## config.mk

```make
export PLATFORM = sky130hd
export DESIGN_NAME = reader_writer_lock_unit_flat
export DESIGN_NICKNAME = d
export VERILOG_FILES = /design/src/design/rwl_pkg.sv /design/src/design/rwl_if.sv /design/src/design/rwl_ram.sv /design/src/design/rwl_queue.sv /design/src/design/reader_writer_lock_unit.sv /design/src/flat_wrapper.sv
export SDC_FILE = /design/constraint.sdc
export NUM_CORES = 1
export LEC_CHECK = 0
export BUFFER_PORTS_ARGS = -buffer_cell sky130_fd_sc_hd__buf_2
export CAP_MARGIN = 0
export CORE_MARGIN = 4
export CORE_UTILIZATION = 40
export DETAILED_ROUTE_END_ITERATION = 8
export SLEW_MARGIN = 30
export SYNTH_ARGS = -nofsm -noshare
export SYNTH_HDL_FRONTEND = slang
export SYNTH_HIERARCHICAL = 1
export SYNTH_SLANG_ARGS = --single-unit
```

## constraint.sdc

```tcl
create_clock -name clock -period 8.75 [get_ports clock]
set_clock_uncertainty 0.2 [all_clocks]
set_input_delay 0.875 -clock clock [delete_from_list [all_inputs] [get_ports clock]]
set_output_delay 0.875 -clock clock [all_outputs]
set_load 0.005 [all_outputs]
```

## src/design/rwl_pkg.sv

```systemverilog
// Shared types and constants of the reader-writer lock unit.
package rwl_pkg;

   localparam int ID_W = 6;
   localparam int REQUESTER_COUNT = 64;
   localparam int RESULT_CAP = 16;
   localparam int WAKE_W = $clog2(RESULT_CAP + 1);

   localparam int DEF_READER_QUEUE_DEPTH = 16;
   localparam int DEF_WRITER_QUEUE_DEPTH = 16;
   localparam int DEF_MAX_READERS = 255;

   typedef enum logic [1:0] {
      ACT_EXCL_LOCK     = 2'd0,
      ACT_EXCL_UNLOCK   = 2'd1,
      ACT_SHARED_LOCK   = 2'd2,
      ACT_SHARED_UNLOCK = 2'd3
   } action_type;

   typedef enum logic [2:0] {
      OUT_GRANTED  = 3'd0,
      OUT_QUEUED   = 3'd1,
      OUT_WAKE     = 3'd2,
      OUT_RELEASED = 3'd3,
      OUT_NOT_HELD = 3'd4,
      OUT_FULL     = 3'd5,
      OUT_LIMIT    = 3'd6
   } outcome_type;

endpackage

```

## src/design/rwl_if.sv

```systemverilog
// Valid/ready channel interfaces for lock requests and lock results.
interface rwl_req_if;
   logic                  valid;
   logic                  ready;
   rwl_pkg::action_type   action;
   logic [rwl_pkg::ID_W-1:0] requester;

   modport source (output valid, output action, output requester, input ready);
   modport sink   (input valid, input action, input requester, output ready);
endinterface

interface rwl_rsp_if;
   logic                  valid;
   logic                  ready;
   rwl_pkg::outcome_type  outcome;
   logic [rwl_pkg::ID_W-1:0] target;
   logic                  last;

   modport source (output valid, output outcome, output target, output last, input ready);
   modport sink   (input valid, input outcome, input target, input last, output ready);
endinterface

```

## src/design/rwl_ram.sv

```systemverilog
// Generic single-port-write, single-port-read RAM with registered read data.
module rwl_ram #(
   parameter int WIDTH = 8,
   parameter int DEPTH = 16,
   localparam int ADDR_W = (DEPTH > 1) ? $clog2(DEPTH) : 1
) (
   input  logic              clock,
   input  logic              wr_en,
   input  logic [ADDR_W-1:0] wr_addr,
   input  logic [WIDTH-1:0]  wr_data,
   input  logic              rd_en,
   input  logic [ADDR_W-1:0] rd_addr,
   output logic [WIDTH-1:0]  rd_data
);

   logic [WIDTH-1:0] mem_ff [DEPTH];
   logic [WIDTH-1:0] rd_data_ff;

   always_ff @(posedge clock) begin
      if (wr_en) begin
         mem_ff[wr_addr] <= wr_data;
      end
      if (rd_en) begin
         rd_data_ff <= mem_ff[rd_addr];
      end
   end

   assign rd_data = rd_data_ff;

endmodule

```

## src/design/rwl_queue.sv

```systemverilog
// FIFO wait queue of requester ids: head, tail and count around a RAM.
module rwl_queue #(
   parameter int DEPTH = rwl_pkg::DEF_READER_QUEUE_DEPTH,
   localparam int ADDR_W = (DEPTH > 1) ? $clog2(DEPTH) : 1,
   localparam int CNT_W = $clog2(DEPTH + 1)
) (
   input  logic                     clock,
   input  logic                     reset,
   input  logic                     push,
   input  logic [rwl_pkg::ID_W-1:0] push_id,
   input  logic                     pop,
   output logic [rwl_pkg::ID_W-1:0] pop_id,
   output logic [CNT_W-1:0]         count
);

   localparam logic [ADDR_W-1:0] LAST_ADDR = ADDR_W'(DEPTH - 1);

   logic [ADDR_W-1:0] head_ff, head_in;
   logic [ADDR_W-1:0] tail_ff, tail_in;
   logic [CNT_W-1:0]  count_ff, count_in;

   always_comb begin
      head_in  = head_ff;
      tail_in  = tail_ff;
      count_in = count_ff;
      if (push) begin
         tail_in  = (tail_ff == LAST_ADDR) ? '0 : tail_ff + 1'b1;
         count_in = count_in + 1'b1;
      end
      if (pop) begin
         head_in  = (head_ff == LAST_ADDR) ? '0 : head_ff + 1'b1;
         count_in = count_in - 1'b1;
      end
   end

   always_ff @(posedge clock) begin
      if (reset) begin
         head_ff  <= '0;
         tail_ff  <= '0;
         count_ff <= '0;
      end else begin
         head_ff  <= head_in;
         tail_ff  <= tail_in;
         count_ff <= count_in;
      end
   end

   rwl_ram #(
      .WIDTH (rwl_pkg::ID_W),
      .DEPTH (DEPTH)
   ) u_ram (
      .clock   (clock),
      .wr_en   (push),
      .wr_addr (tail_ff),
      .wr_data (push_id),
      .rd_en   (pop),
      .rd_addr (head_ff),
      .rd_data (pop_id)
   );

   assign count = count_ff;

endmodule

```

## src/design/reader_writer_lock_unit.sv

```systemverilog
// Reader-writer lock unit: top level with request decoding and result sequencing.
//
// Requests arrive on req_if (action, requester) and results leave on rsp_if
// (outcome, target, last). Every request gives one or more result words; the
// word that closes a request carries last high.
// Lock requests and releases that wake nobody give one result word, loaded
// into the output register at the accepting edge, and a new request is taken
// every cycle while the receiver keeps up.
// A release that wakes waiters reads the ids out of the wait queue RAM, one
// at a time through its single read port: the first id is read at the
// accepting edge and loaded into the output register from the wake state,
// the rest follow one per cycle while the receiver keeps up, up to sixteen
// readers per release. No request is taken until the last wake word is loaded.
// When the receiver stalls, the output register holds its word and the unit
// stops taking requests or reading the queue until the word is taken.
// Reset (synchronous, active high) frees the lock and empties both queues;
// queue contents are not cleared and need no clearing pass.
module reader_writer_lock_unit #(
   parameter int READER_QUEUE_DEPTH = rwl_pkg::DEF_READER_QUEUE_DEPTH,
   parameter int WRITER_QUEUE_DEPTH = rwl_pkg::DEF_WRITER_QUEUE_DEPTH,
   parameter int MAX_READERS = rwl_pkg::DEF_MAX_READERS
) (
   input  logic      clock,
   input  logic      reset,
   rwl_req_if.sink   req_if,
   rwl_rsp_if.source rsp_if
);

   localparam int RCNT_W = $clog2(READER_QUEUE_DEPTH + 1);
   localparam int WCNT_W = $clog2(WRITER_QUEUE_DEPTH + 1);
   localparam int HOLD_W = $clog2(MAX_READERS + 2);
   localparam logic [HOLD_W-1:0] HOLD_EXCL = HOLD_W'(MAX_READERS + 1);
   localparam logic [HOLD_W-1:0] HOLD_MAX = HOLD_W'(MAX_READERS);
   localparam logic [HOLD_W-1:0] HOLD_ONE = HOLD_W'(1);
   localparam logic [rwl_pkg::WAKE_W-1:0] WAKE_ONE = rwl_pkg::WAKE_W'(1);

   typedef enum logic {
      ST_IDLE,
      ST_WAKE
   } state_type;

   state_type                       state_ff, state_in;
   logic [HOLD_W-1:0]               hold_ff, hold_in;
   logic [rwl_pkg::WAKE_W-1:0]      wake_left_ff, wake_left_in;
   logic                            wake_writer_ff, wake_writer_in;
   logic                            rsp_valid_ff, rsp_valid_in;
   rwl_pkg::outcome_type            rsp_outcome_ff, rsp_outcome_in;
   logic [rwl_pkg::ID_W-1:0]        rsp_target_ff, rsp_target_in;
   logic                            rsp_last_ff, rsp_last_in;

   logic                            slot_free;
   logic                            req_fire;
   logic                            rq_push, rq_pop, wq_push, wq_pop;
   logic [rwl_pkg::ID_W-1:0]        rq_pop_id, wq_pop_id;
   logic [RCNT_W-1:0]               rq_count;
   logic [WCNT_W-1:0]               wq_count;
   logic                            rq_full, wq_full;

   // Request decode results.
   rwl_pkg::outcome_type            dec_outcome;
   logic [HOLD_W-1:0]               dec_hold;
   logic                            dec_push_r, dec_push_w;
   logic                            dec_wake, dec_wake_writer;
   logic [rwl_pkg::WAKE_W-1:0]      dec_wake_n;

   assign slot_free = !rsp_valid_ff || rsp_if.ready;
   assign req_if.ready = (state_ff == ST_IDLE) && slot_free;
   assign req_fire = req_if.valid && req_if.ready;
   assign rq_full = (rq_count == RCNT_W'(READER_QUEUE_DEPTH));
   assign wq_full = (wq_count == WCNT_W'(WRITER_QUEUE_DEPTH));

   always_comb begin
      dec_outcome     = rwl_pkg::OUT_NOT_HELD;
      dec_hold        = hold_ff;
      dec_push_r      = 1'b0;
      dec_push_w      = 1'b0;
      dec_wake        = 1'b0;
      dec_wake_writer = 1'b0;
      dec_wake_n      = WAKE_ONE;
      if (32'(req_if.requester) < rwl_pkg::REQUESTER_COUNT) begin
         unique case (req_if.action)
            rwl_pkg::ACT_EXCL_LOCK: begin
               if (hold_ff == '0) begin
                  dec_hold    = HOLD_EXCL;
                  dec_outcome = rwl_pkg::OUT_GRANTED;
               end else if (!wq_full) begin
                  dec_push_w  = 1'b1;
                  dec_outcome = rwl_pkg::OUT_QUEUED;
               end else begin
                  dec_outcome = rwl_pkg::OUT_FULL;
               end
            end
            rwl_pkg::ACT_EXCL_UNLOCK: begin
               if (hold_ff == HOLD_EXCL) begin
                  dec_hold = '0;
                  if (rq_count != '0) begin
                     dec_wake = 1'b1;
                     if (32'(rq_count) > rwl_pkg::RESULT_CAP) begin
                        dec_wake_n = rwl_pkg::WAKE_W'(rwl_pkg::RESULT_CAP);
                     end else begin
                        dec_wake_n = rwl_pkg::WAKE_W'(rq_count);
                     end
                  end else if (wq_count != '0) begin
                     dec_wake        = 1'b1;
                     dec_wake_writer = 1'b1;
                  end else begin
                     dec_outcome = rwl_pkg::OUT_RELEASED;
                  end
               end
            end
            rwl_pkg::ACT_SHARED_LOCK: begin
               if (hold_ff == HOLD_EXCL) begin
                  if (!rq_full) begin
                     dec_push_r  = 1'b1;
                     dec_outcome = rwl_pkg::OUT_QUEUED;
                  end else begin
                     dec_outcome = rwl_pkg::OUT_FULL;
                  end
               end else if (hold_ff >= HOLD_MAX) begin
                  dec_outcome = rwl_pkg::OUT_LIMIT;
               end else begin
                  dec_hold    = hold_ff + 1'b1;
                  dec_outcome = rwl_pkg::OUT_GRANTED;
               end
            end
            rwl_pkg::ACT_SHARED_UNLOCK: begin
               if (hold_ff != '0 && hold_ff != HOLD_EXCL) begin
                  dec_hold = hold_ff - 1'b1;
                  if (hold_ff == HOLD_ONE && wq_count != '0) begin
                     dec_wake        = 1'b1;
                     dec_wake_writer = 1'b1;
                  end else begin
                     dec_outcome = rwl_pkg::OUT_RELEASED;
                  end
               end
            end
            default: begin
               dec_outcome = rwl_pkg::OUT_NOT_HELD;
            end
         endcase
      end
   end

   // Queue accesses: pushes come only from a decoded request, pops from the
   // start of a wake burst and from each wake word that has more to follow.
   always_comb begin
      rq_push = req_fire && dec_push_r;
      wq_push = req_fire && dec_push_w;
      rq_pop  = 1'b0;
      wq_pop  = 1'b0;
      if (req_fire && dec_wake) begin
         rq_pop = !dec_wake_writer;
         wq_pop = dec_wake_writer;
      end else if (state_ff == ST_WAKE && slot_free && wake_left_ff != WAKE_ONE) begin
         rq_pop = !wake_writer_ff;
         wq_pop = wake_writer_ff;
      end
   end

   always_comb begin
      state_in       = state_ff;
      hold_in        = hold_ff;
      wake_left_in   = wake_left_ff;
      wake_writer_in = wake_writer_ff;
      rsp_valid_in   = rsp_valid_ff && !rsp_if.ready;
      rsp_outcome_in = rsp_outcome_ff;
      rsp_target_in  = rsp_target_ff;
      rsp_last_in    = rsp_last_ff;
      unique case (state_ff)
         ST_IDLE: begin
            if (req_fire) begin
               hold_in = dec_hold;
               if (dec_wake) begin
                  wake_left_in   = dec_wake_n;
                  wake_writer_in = dec_wake_writer;
                  state_in       = ST_WAKE;
               end else begin
                  rsp_valid_in   = 1'b1;
                  rsp_outcome_in = dec_outcome;
                  rsp_target_in  = req_if.requester;
                  rsp_last_in    = 1'b1;
               end
            end
         end
         ST_WAKE: begin
            // The RAM read data holds until the next pop, so a stall just waits.
            if (slot_free) begin
               rsp_valid_in   = 1'b1;
               rsp_outcome_in = rwl_pkg::OUT_WAKE;
               rsp_target_in  = wake_writer_ff ? wq_pop_id : rq_pop_id;
               rsp_last_in    = (wake_left_ff == WAKE_ONE);
               wake_left_in   = wake_left_ff - 1'b1;
               if (wake_left_ff == WAKE_ONE) begin
                  state_in = ST_IDLE;
               end
            end
         end
         default: begin
            state_in = ST_IDLE;
         end
      endcase
   end

   always_ff @(posedge clock) begin
      if (reset) begin
         state_ff     <= ST_IDLE;
         hold_ff      <= '0;
         rsp_valid_ff <= 1'b0;
      end else begin
         state_ff     <= state_in;
         hold_ff      <= hold_in;
         rsp_valid_ff <= rsp_valid_in;
      end
      wake_left_ff   <= wake_left_in;
      wake_writer_ff <= wake_writer_in;
      rsp_outcome_ff <= rsp_outcome_in;
      rsp_target_ff  <= rsp_target_in;
      rsp_last_ff    <= rsp_last_in;
   end

   rwl_queue #(
      .DEPTH (READER_QUEUE_DEPTH)
   ) u_reader_queue (
      .clock   (clock),
      .reset   (reset),
      .push    (rq_push),
      .push_id (req_if.requester),
      .pop     (rq_pop),
      .pop_id  (rq_pop_id),
      .count   (rq_count)
   );

   rwl_queue #(
      .DEPTH (WRITER_QUEUE_DEPTH)
   ) u_writer_queue (
      .clock   (clock),
      .reset   (reset),
      .push    (wq_push),
      .push_id (req_if.requester),
      .pop     (wq_pop),
      .pop_id  (wq_pop_id),
      .count   (wq_count)
   );

   assign rsp_if.valid   = rsp_valid_ff;
   assign rsp_if.outcome = rsp_outcome_ff;
   assign rsp_if.target  = rsp_target_ff;
   assign rsp_if.last    = rsp_last_ff;

endmodule

```

## src/flat_wrapper.sv

```systemverilog
// flat-port wrapper written by rule: the top's interface ports become plain ports
module reader_writer_lock_unit_flat 
#(
   parameter int READER_QUEUE_DEPTH = rwl_pkg::DEF_READER_QUEUE_DEPTH,
   parameter int WRITER_QUEUE_DEPTH = rwl_pkg::DEF_WRITER_QUEUE_DEPTH,
   parameter int MAX_READERS = rwl_pkg::DEF_MAX_READERS
)
  (clock, reset, req_if_valid, req_if_action, req_if_requester, req_if_ready, rsp_if_valid, rsp_if_outcome, rsp_if_target, rsp_if_last, rsp_if_ready);
  rwl_req_if req_if_i ();
  rwl_rsp_if rsp_if_i ();
  input  logic clock;
  input  logic reset;
  input wire logic [$bits(req_if_i.valid)-1:0] req_if_valid;
  input wire logic [$bits(req_if_i.action)-1:0] req_if_action;
  input wire logic [$bits(req_if_i.requester)-1:0] req_if_requester;
  output wire logic [$bits(req_if_i.ready)-1:0] req_if_ready;
  output wire logic [$bits(rsp_if_i.valid)-1:0] rsp_if_valid;
  output wire logic [$bits(rsp_if_i.outcome)-1:0] rsp_if_outcome;
  output wire logic [$bits(rsp_if_i.target)-1:0] rsp_if_target;
  output wire logic [$bits(rsp_if_i.last)-1:0] rsp_if_last;
  input wire logic [$bits(rsp_if_i.ready)-1:0] rsp_if_ready;
  assign req_if_i.valid = req_if_valid;
  assign req_if_i.action = req_if_action;
  assign req_if_i.requester = req_if_requester;
  assign req_if_ready = req_if_i.ready;
  assign rsp_if_valid = rsp_if_i.valid;
  assign rsp_if_outcome = rsp_if_i.outcome;
  assign rsp_if_target = rsp_if_i.target;
  assign rsp_if_last = rsp_if_i.last;
  assign rsp_if_i.ready = rsp_if_ready;
  reader_writer_lock_unit #(.READER_QUEUE_DEPTH(READER_QUEUE_DEPTH), .WRITER_QUEUE_DEPTH(WRITER_QUEUE_DEPTH), .MAX_READERS(MAX_READERS)) u_core (.clock(clock), .reset(reset), .req_if(req_if_i), .rsp_if(rsp_if_i));
endmodule
```

==> flow_summary_export.csv <==
group,metric,value,unit
setup_path,reg2reg_depth,9,
timing,setup_viol,0,
die,floorplan.initialDensity,41.0,%
timing,whs,0.319,ns
pwr,powerDensity,203,mW/mm^2
routing,vias_per_cell,5.49,
die,die_w,175,um
worst_hold_path,hold_path.class,"flip-flop to flip-flop",
timing,worst-slew-pin-transition,0.955,ns
clocking,cts_sinks,257,
cells_and_area,layout_commonest_cell,"edfxtp_1",
logic_synthesis,yosysTopAreaCellShare,59.1,%
routing,ant_nets,0,
global_route,antenna_found_initial,0,
global_route,grt_max_degree,39,
cells_and_area,drive_above_1_share,15.4,%
worst_hold_path,hp-start,"u_core/hold_ff[1]",
global_route,grt_pass1_wl,36.0,mm
setup_path,rr_endpoint,"u_core/u_reader_queue/u_ram/mem_ff[0][3]",
clocking,hold_buffers,0,
placed_design,gp_congestion,0.830,
die,fp.coreArea,0.0273,mm^2
clocking,cts_buffer_depth,3,
cells_and_area,multi_input_area,0.00359,mm^2
setup_path,worst_path_max_delay_cell,"nor3_1",
routing,routedWlPerCell,19.9,um
global_route,overflow,0,
routing,drt-pass1-iter-count,5,
timing,report.final.hold_viol_count,0,
setup_path,slowest_delay,0.69,ns
cells_and_area,syn_to_final_growth,11.5,%
setup_path,path_delay_family,"simple AND/OR/NAND/NOR gates",
cells_and_area,final_cells,1149,
timing,fin_crit_sh,42.7,%
logic_synthesis,yosysWarnings,6,
cells_and_area,nNetsFinal,784,
timing,max_slew_margin,35.9,%
setup_path,critPathMaxFanout,16,
die,rows,60,
timing,rsz0062_at_grt,"false",
timing,fin_crit,3.73,ns
placed_design,port_buffers,23,
setup_path,path_depth,9,
timing,fmax,0.268,GHz
routing,wirelength,22.9,mm
pwr,power,2.53,mW
routing,num_vias,6305,
cells_and_area,mostFrequentLayoutCells,"edfxtp_1 (220), nor2_1 (67), nand2_1 (51), dfxtp_1 (37), a21oi_1 (35)",
routing,drt_iter0_markers,555,
logic_synthesis,postSynthAreaPerCell,15.3,um^2
logic_synthesis,ys_top_cells_by_area,"edfxtp_1 (59%), dfxtp_1 (6.6%), mux4_1 (5.6%), mux4_2 (4.8%), nor2_1 (2.3%)",
clocking,clk_latency,0.53,ns
logic_synthesis,yosysTopAreaCell,"edfxtp_1",
die,dieArea,0.0307,mm^2
timing,tns,0,ns
die,die_h,175,um
setup_path,crit_start,"u_core/hold_ff[0]",
placed_design,dp_cells,1100,
run,cap_violations,0,
setup_path,path_buf_inv,2,
status,status,"completed",
worst_hold_path,hold_end,"u_core/hold_ff[1]",
setup_path,reg2reg_slack,5.02,ns
logic_synthesis,ys_seq_area_share,65.7,%
logic_synthesis,synth_fp_nets,756,
clocking,cts_tree,"built",
clocking,h-tree-depth,1,
setup_path,start_kind,"flip-flop",
logic_synthesis,synth_flop_cell,"edfxtp_1",
logic_synthesis,synth_area,0.0112,mm^2
clocking,post-cts-setup-buffers,0,
global_route,grt_pass1_vias,6316,
logic_synthesis,synthArstFlopShare,0,%
logic_synthesis,synth_cells,729,
global_route,grt_use_total,14.8,%
die,io_pins,24,
setup_path,critPathArrivalTime,3.68,ns
logic_synthesis,yosys_register_bits,257,
timing,drv_slew,0,
pwr,leakagePower,3.98,nW
cells_and_area,ff_latch_area,0.00735,mm^2
cells_and_area,stdcell_area,0.0125,mm^2
clocking,cts_resized,0,
setup_path,path_cells,"inv_1, ha_1, nor3b_2, and2_1, nand3_1, nor3_2, buf_4, or3b_2, nor3_1",
worst_hold_path,holdPathStages,2,
setup_path,criticalPathCategory,"flip-flop to flip-flop",
logic_synthesis,synth-edff-count,220,
cells_and_area,n_antenna_cell,0,
clocking,cts_buffers,27,
placed_design,dp_hpwl,14.4,mm
clocking,root_buffer,"clkbuf_16",
clocking,path_clk_slew,0.06,ns
routing,route.detailed.drc,0,
placed_design,postPlaceCellArea,0.0116,mm^2
pwr,irDropWorstVdd,0.000114,V
setup_path,cp.required,8.70,ns
setup_path,reg2reg_from,"u_core/hold_ff[0]",
cells_and_area,filler_cell_count,2384,
setup_path,endpoint_kind,"flip-flop",
logic_synthesis,synth_cell_types,61,
==> per-layer routing <==
layer / GRT usage, % / share of wire [%] / up-vias
li1: - / - / 2932
met1: 21.4 / 46 / 3160
met2: 23.6 / 47 / 178
met3: 2.47 / 5.5 / 35
met4: 3.70 / 1.9 / 0
met5: 0 / 0 / -
==> per-stage QoR <==
step	setup slack, ns	util, %
4_1_cts	5.04	45.6
6_report	5.02	45.7
3_3_place_gp	5.16	42.6
2_1_floorplan	5.40	-
3_5_place_dp	5.02	42.7
5_1_grt	4.77	45.7
==> cells by family (layout without fill, tap and decap cells) <==
kind of cell / count (synthesis) / in the layout / share of synthesized area (%)
AO/OA/AOI/OAI: 111 / 111 / 6.73
adder cells (fa/ha/maj): 15 / 15 / 1.68
flip-flops: 257 / 257 / 65.7
AND/OR/NAND/NOR: 216 / 216 / 9.95
XOR/XNOR: 19 / 19 / 1.62
multiplexers: 62 / 62 / 11.7
buffers and inverters: 49 / 97 / 2.53
==> synth_stat cells (3+ instances only) <==
cell type	count
o21ai_0	14
nor3b_2	3
nand2b_1	9
and2_1	5
inv_1	16
mux2i_1	14
dfxtp_1	37
mux4_2	24
buf_2	5
a311oi_1	5
nand4_1	6
buf_6	11
a22oi_1	26
or4_1	3
nand3b_1	7
nor3_1	17
nor4_1	4
nand3_1	15
a31oi_1	6
or3b_2	3
a21oi_1	35
clkbuf_1	11
edfxtp_1	220
a211oi_1	3
o32ai_1	5
or3_1	5
ha_1	15
nor2_1	67
mux4_1	24
nand2_1	51
nor2b_1	5
xor2_1	8
xnor2_1	9
o22ai_1	3
==> cell type report <==
class / instances / share of cell area, %
sequential: 257 / 59.0
clock buffer: 31 / 5.54
multi-input combinational: 423 / 28.8
timing repair buffer: 32 / 1.47
inverter: 16 / 0.482
clock inverter: 18 / 0.944
tap: 372 / 3.74
==> registers in the layout, indices dropped and copies added (netlist names), 4 cells and up <==
register	count
u_core/hold_ff	9
u_core/u_reader_queue/tail_ff	4
u_core/u_reader_queue/u_ram/rd_data	6
u_core/u_reader_queue/head_ff	4
u_core/u_reader_queue/count	5
u_core/u_writer_queue/u_ram/rd_data	6
u_core/u_writer_queue/tail_ff	4
u_core/u_reader_queue/u_ram/mem_ff	96
u_core/u_writer_queue/u_ram/mem_ff	96
u_core/wake_left_ff	5
u_core/rsp_if.target	6
u_core/u_writer_queue/head_ff	4
u_core/u_writer_queue/count	5
==> where the power goes <==
part	leakage (nW)	switching [mW]	total, mW	internal, mW
logic	1.31	0.0826	0.129	0.0468
registers	2.28	0.0153	1.36	1.34
clock network	0.393	0.450	1.04	0.593
total	3.98	0.548	2.53	1.98
==> tightest hold or removal path, stage by stage, from the launching register on <==
cell and delay, ns:
dfxtp_1 0.34, nand2_1 0.08, a21oi_1 0.05
==> worst max-delay path by stage <==
stage | endpoint | slack, ns
floorplan | u_core/u_writer_queue/u_ram/mem_ff[0][0] | 5.40
detailed placement | u_core/u_reader_queue/u_ram/mem_ff[0][4] | 5.02
finish | u_core/u_reader_queue/u_ram/mem_ff[0][3] | 5.02
global route | u_core/u_reader_queue/u_ram/mem_ff[0][3] | 4.77
global placement | u_core/u_reader_queue/u_ram/mem_ff[0][4] | 5.16
CTS | u_core/u_reader_queue/u_ram/mem_ff[0][3] | 5.04
Note: power is estimated with default switching activity, not from simulation.
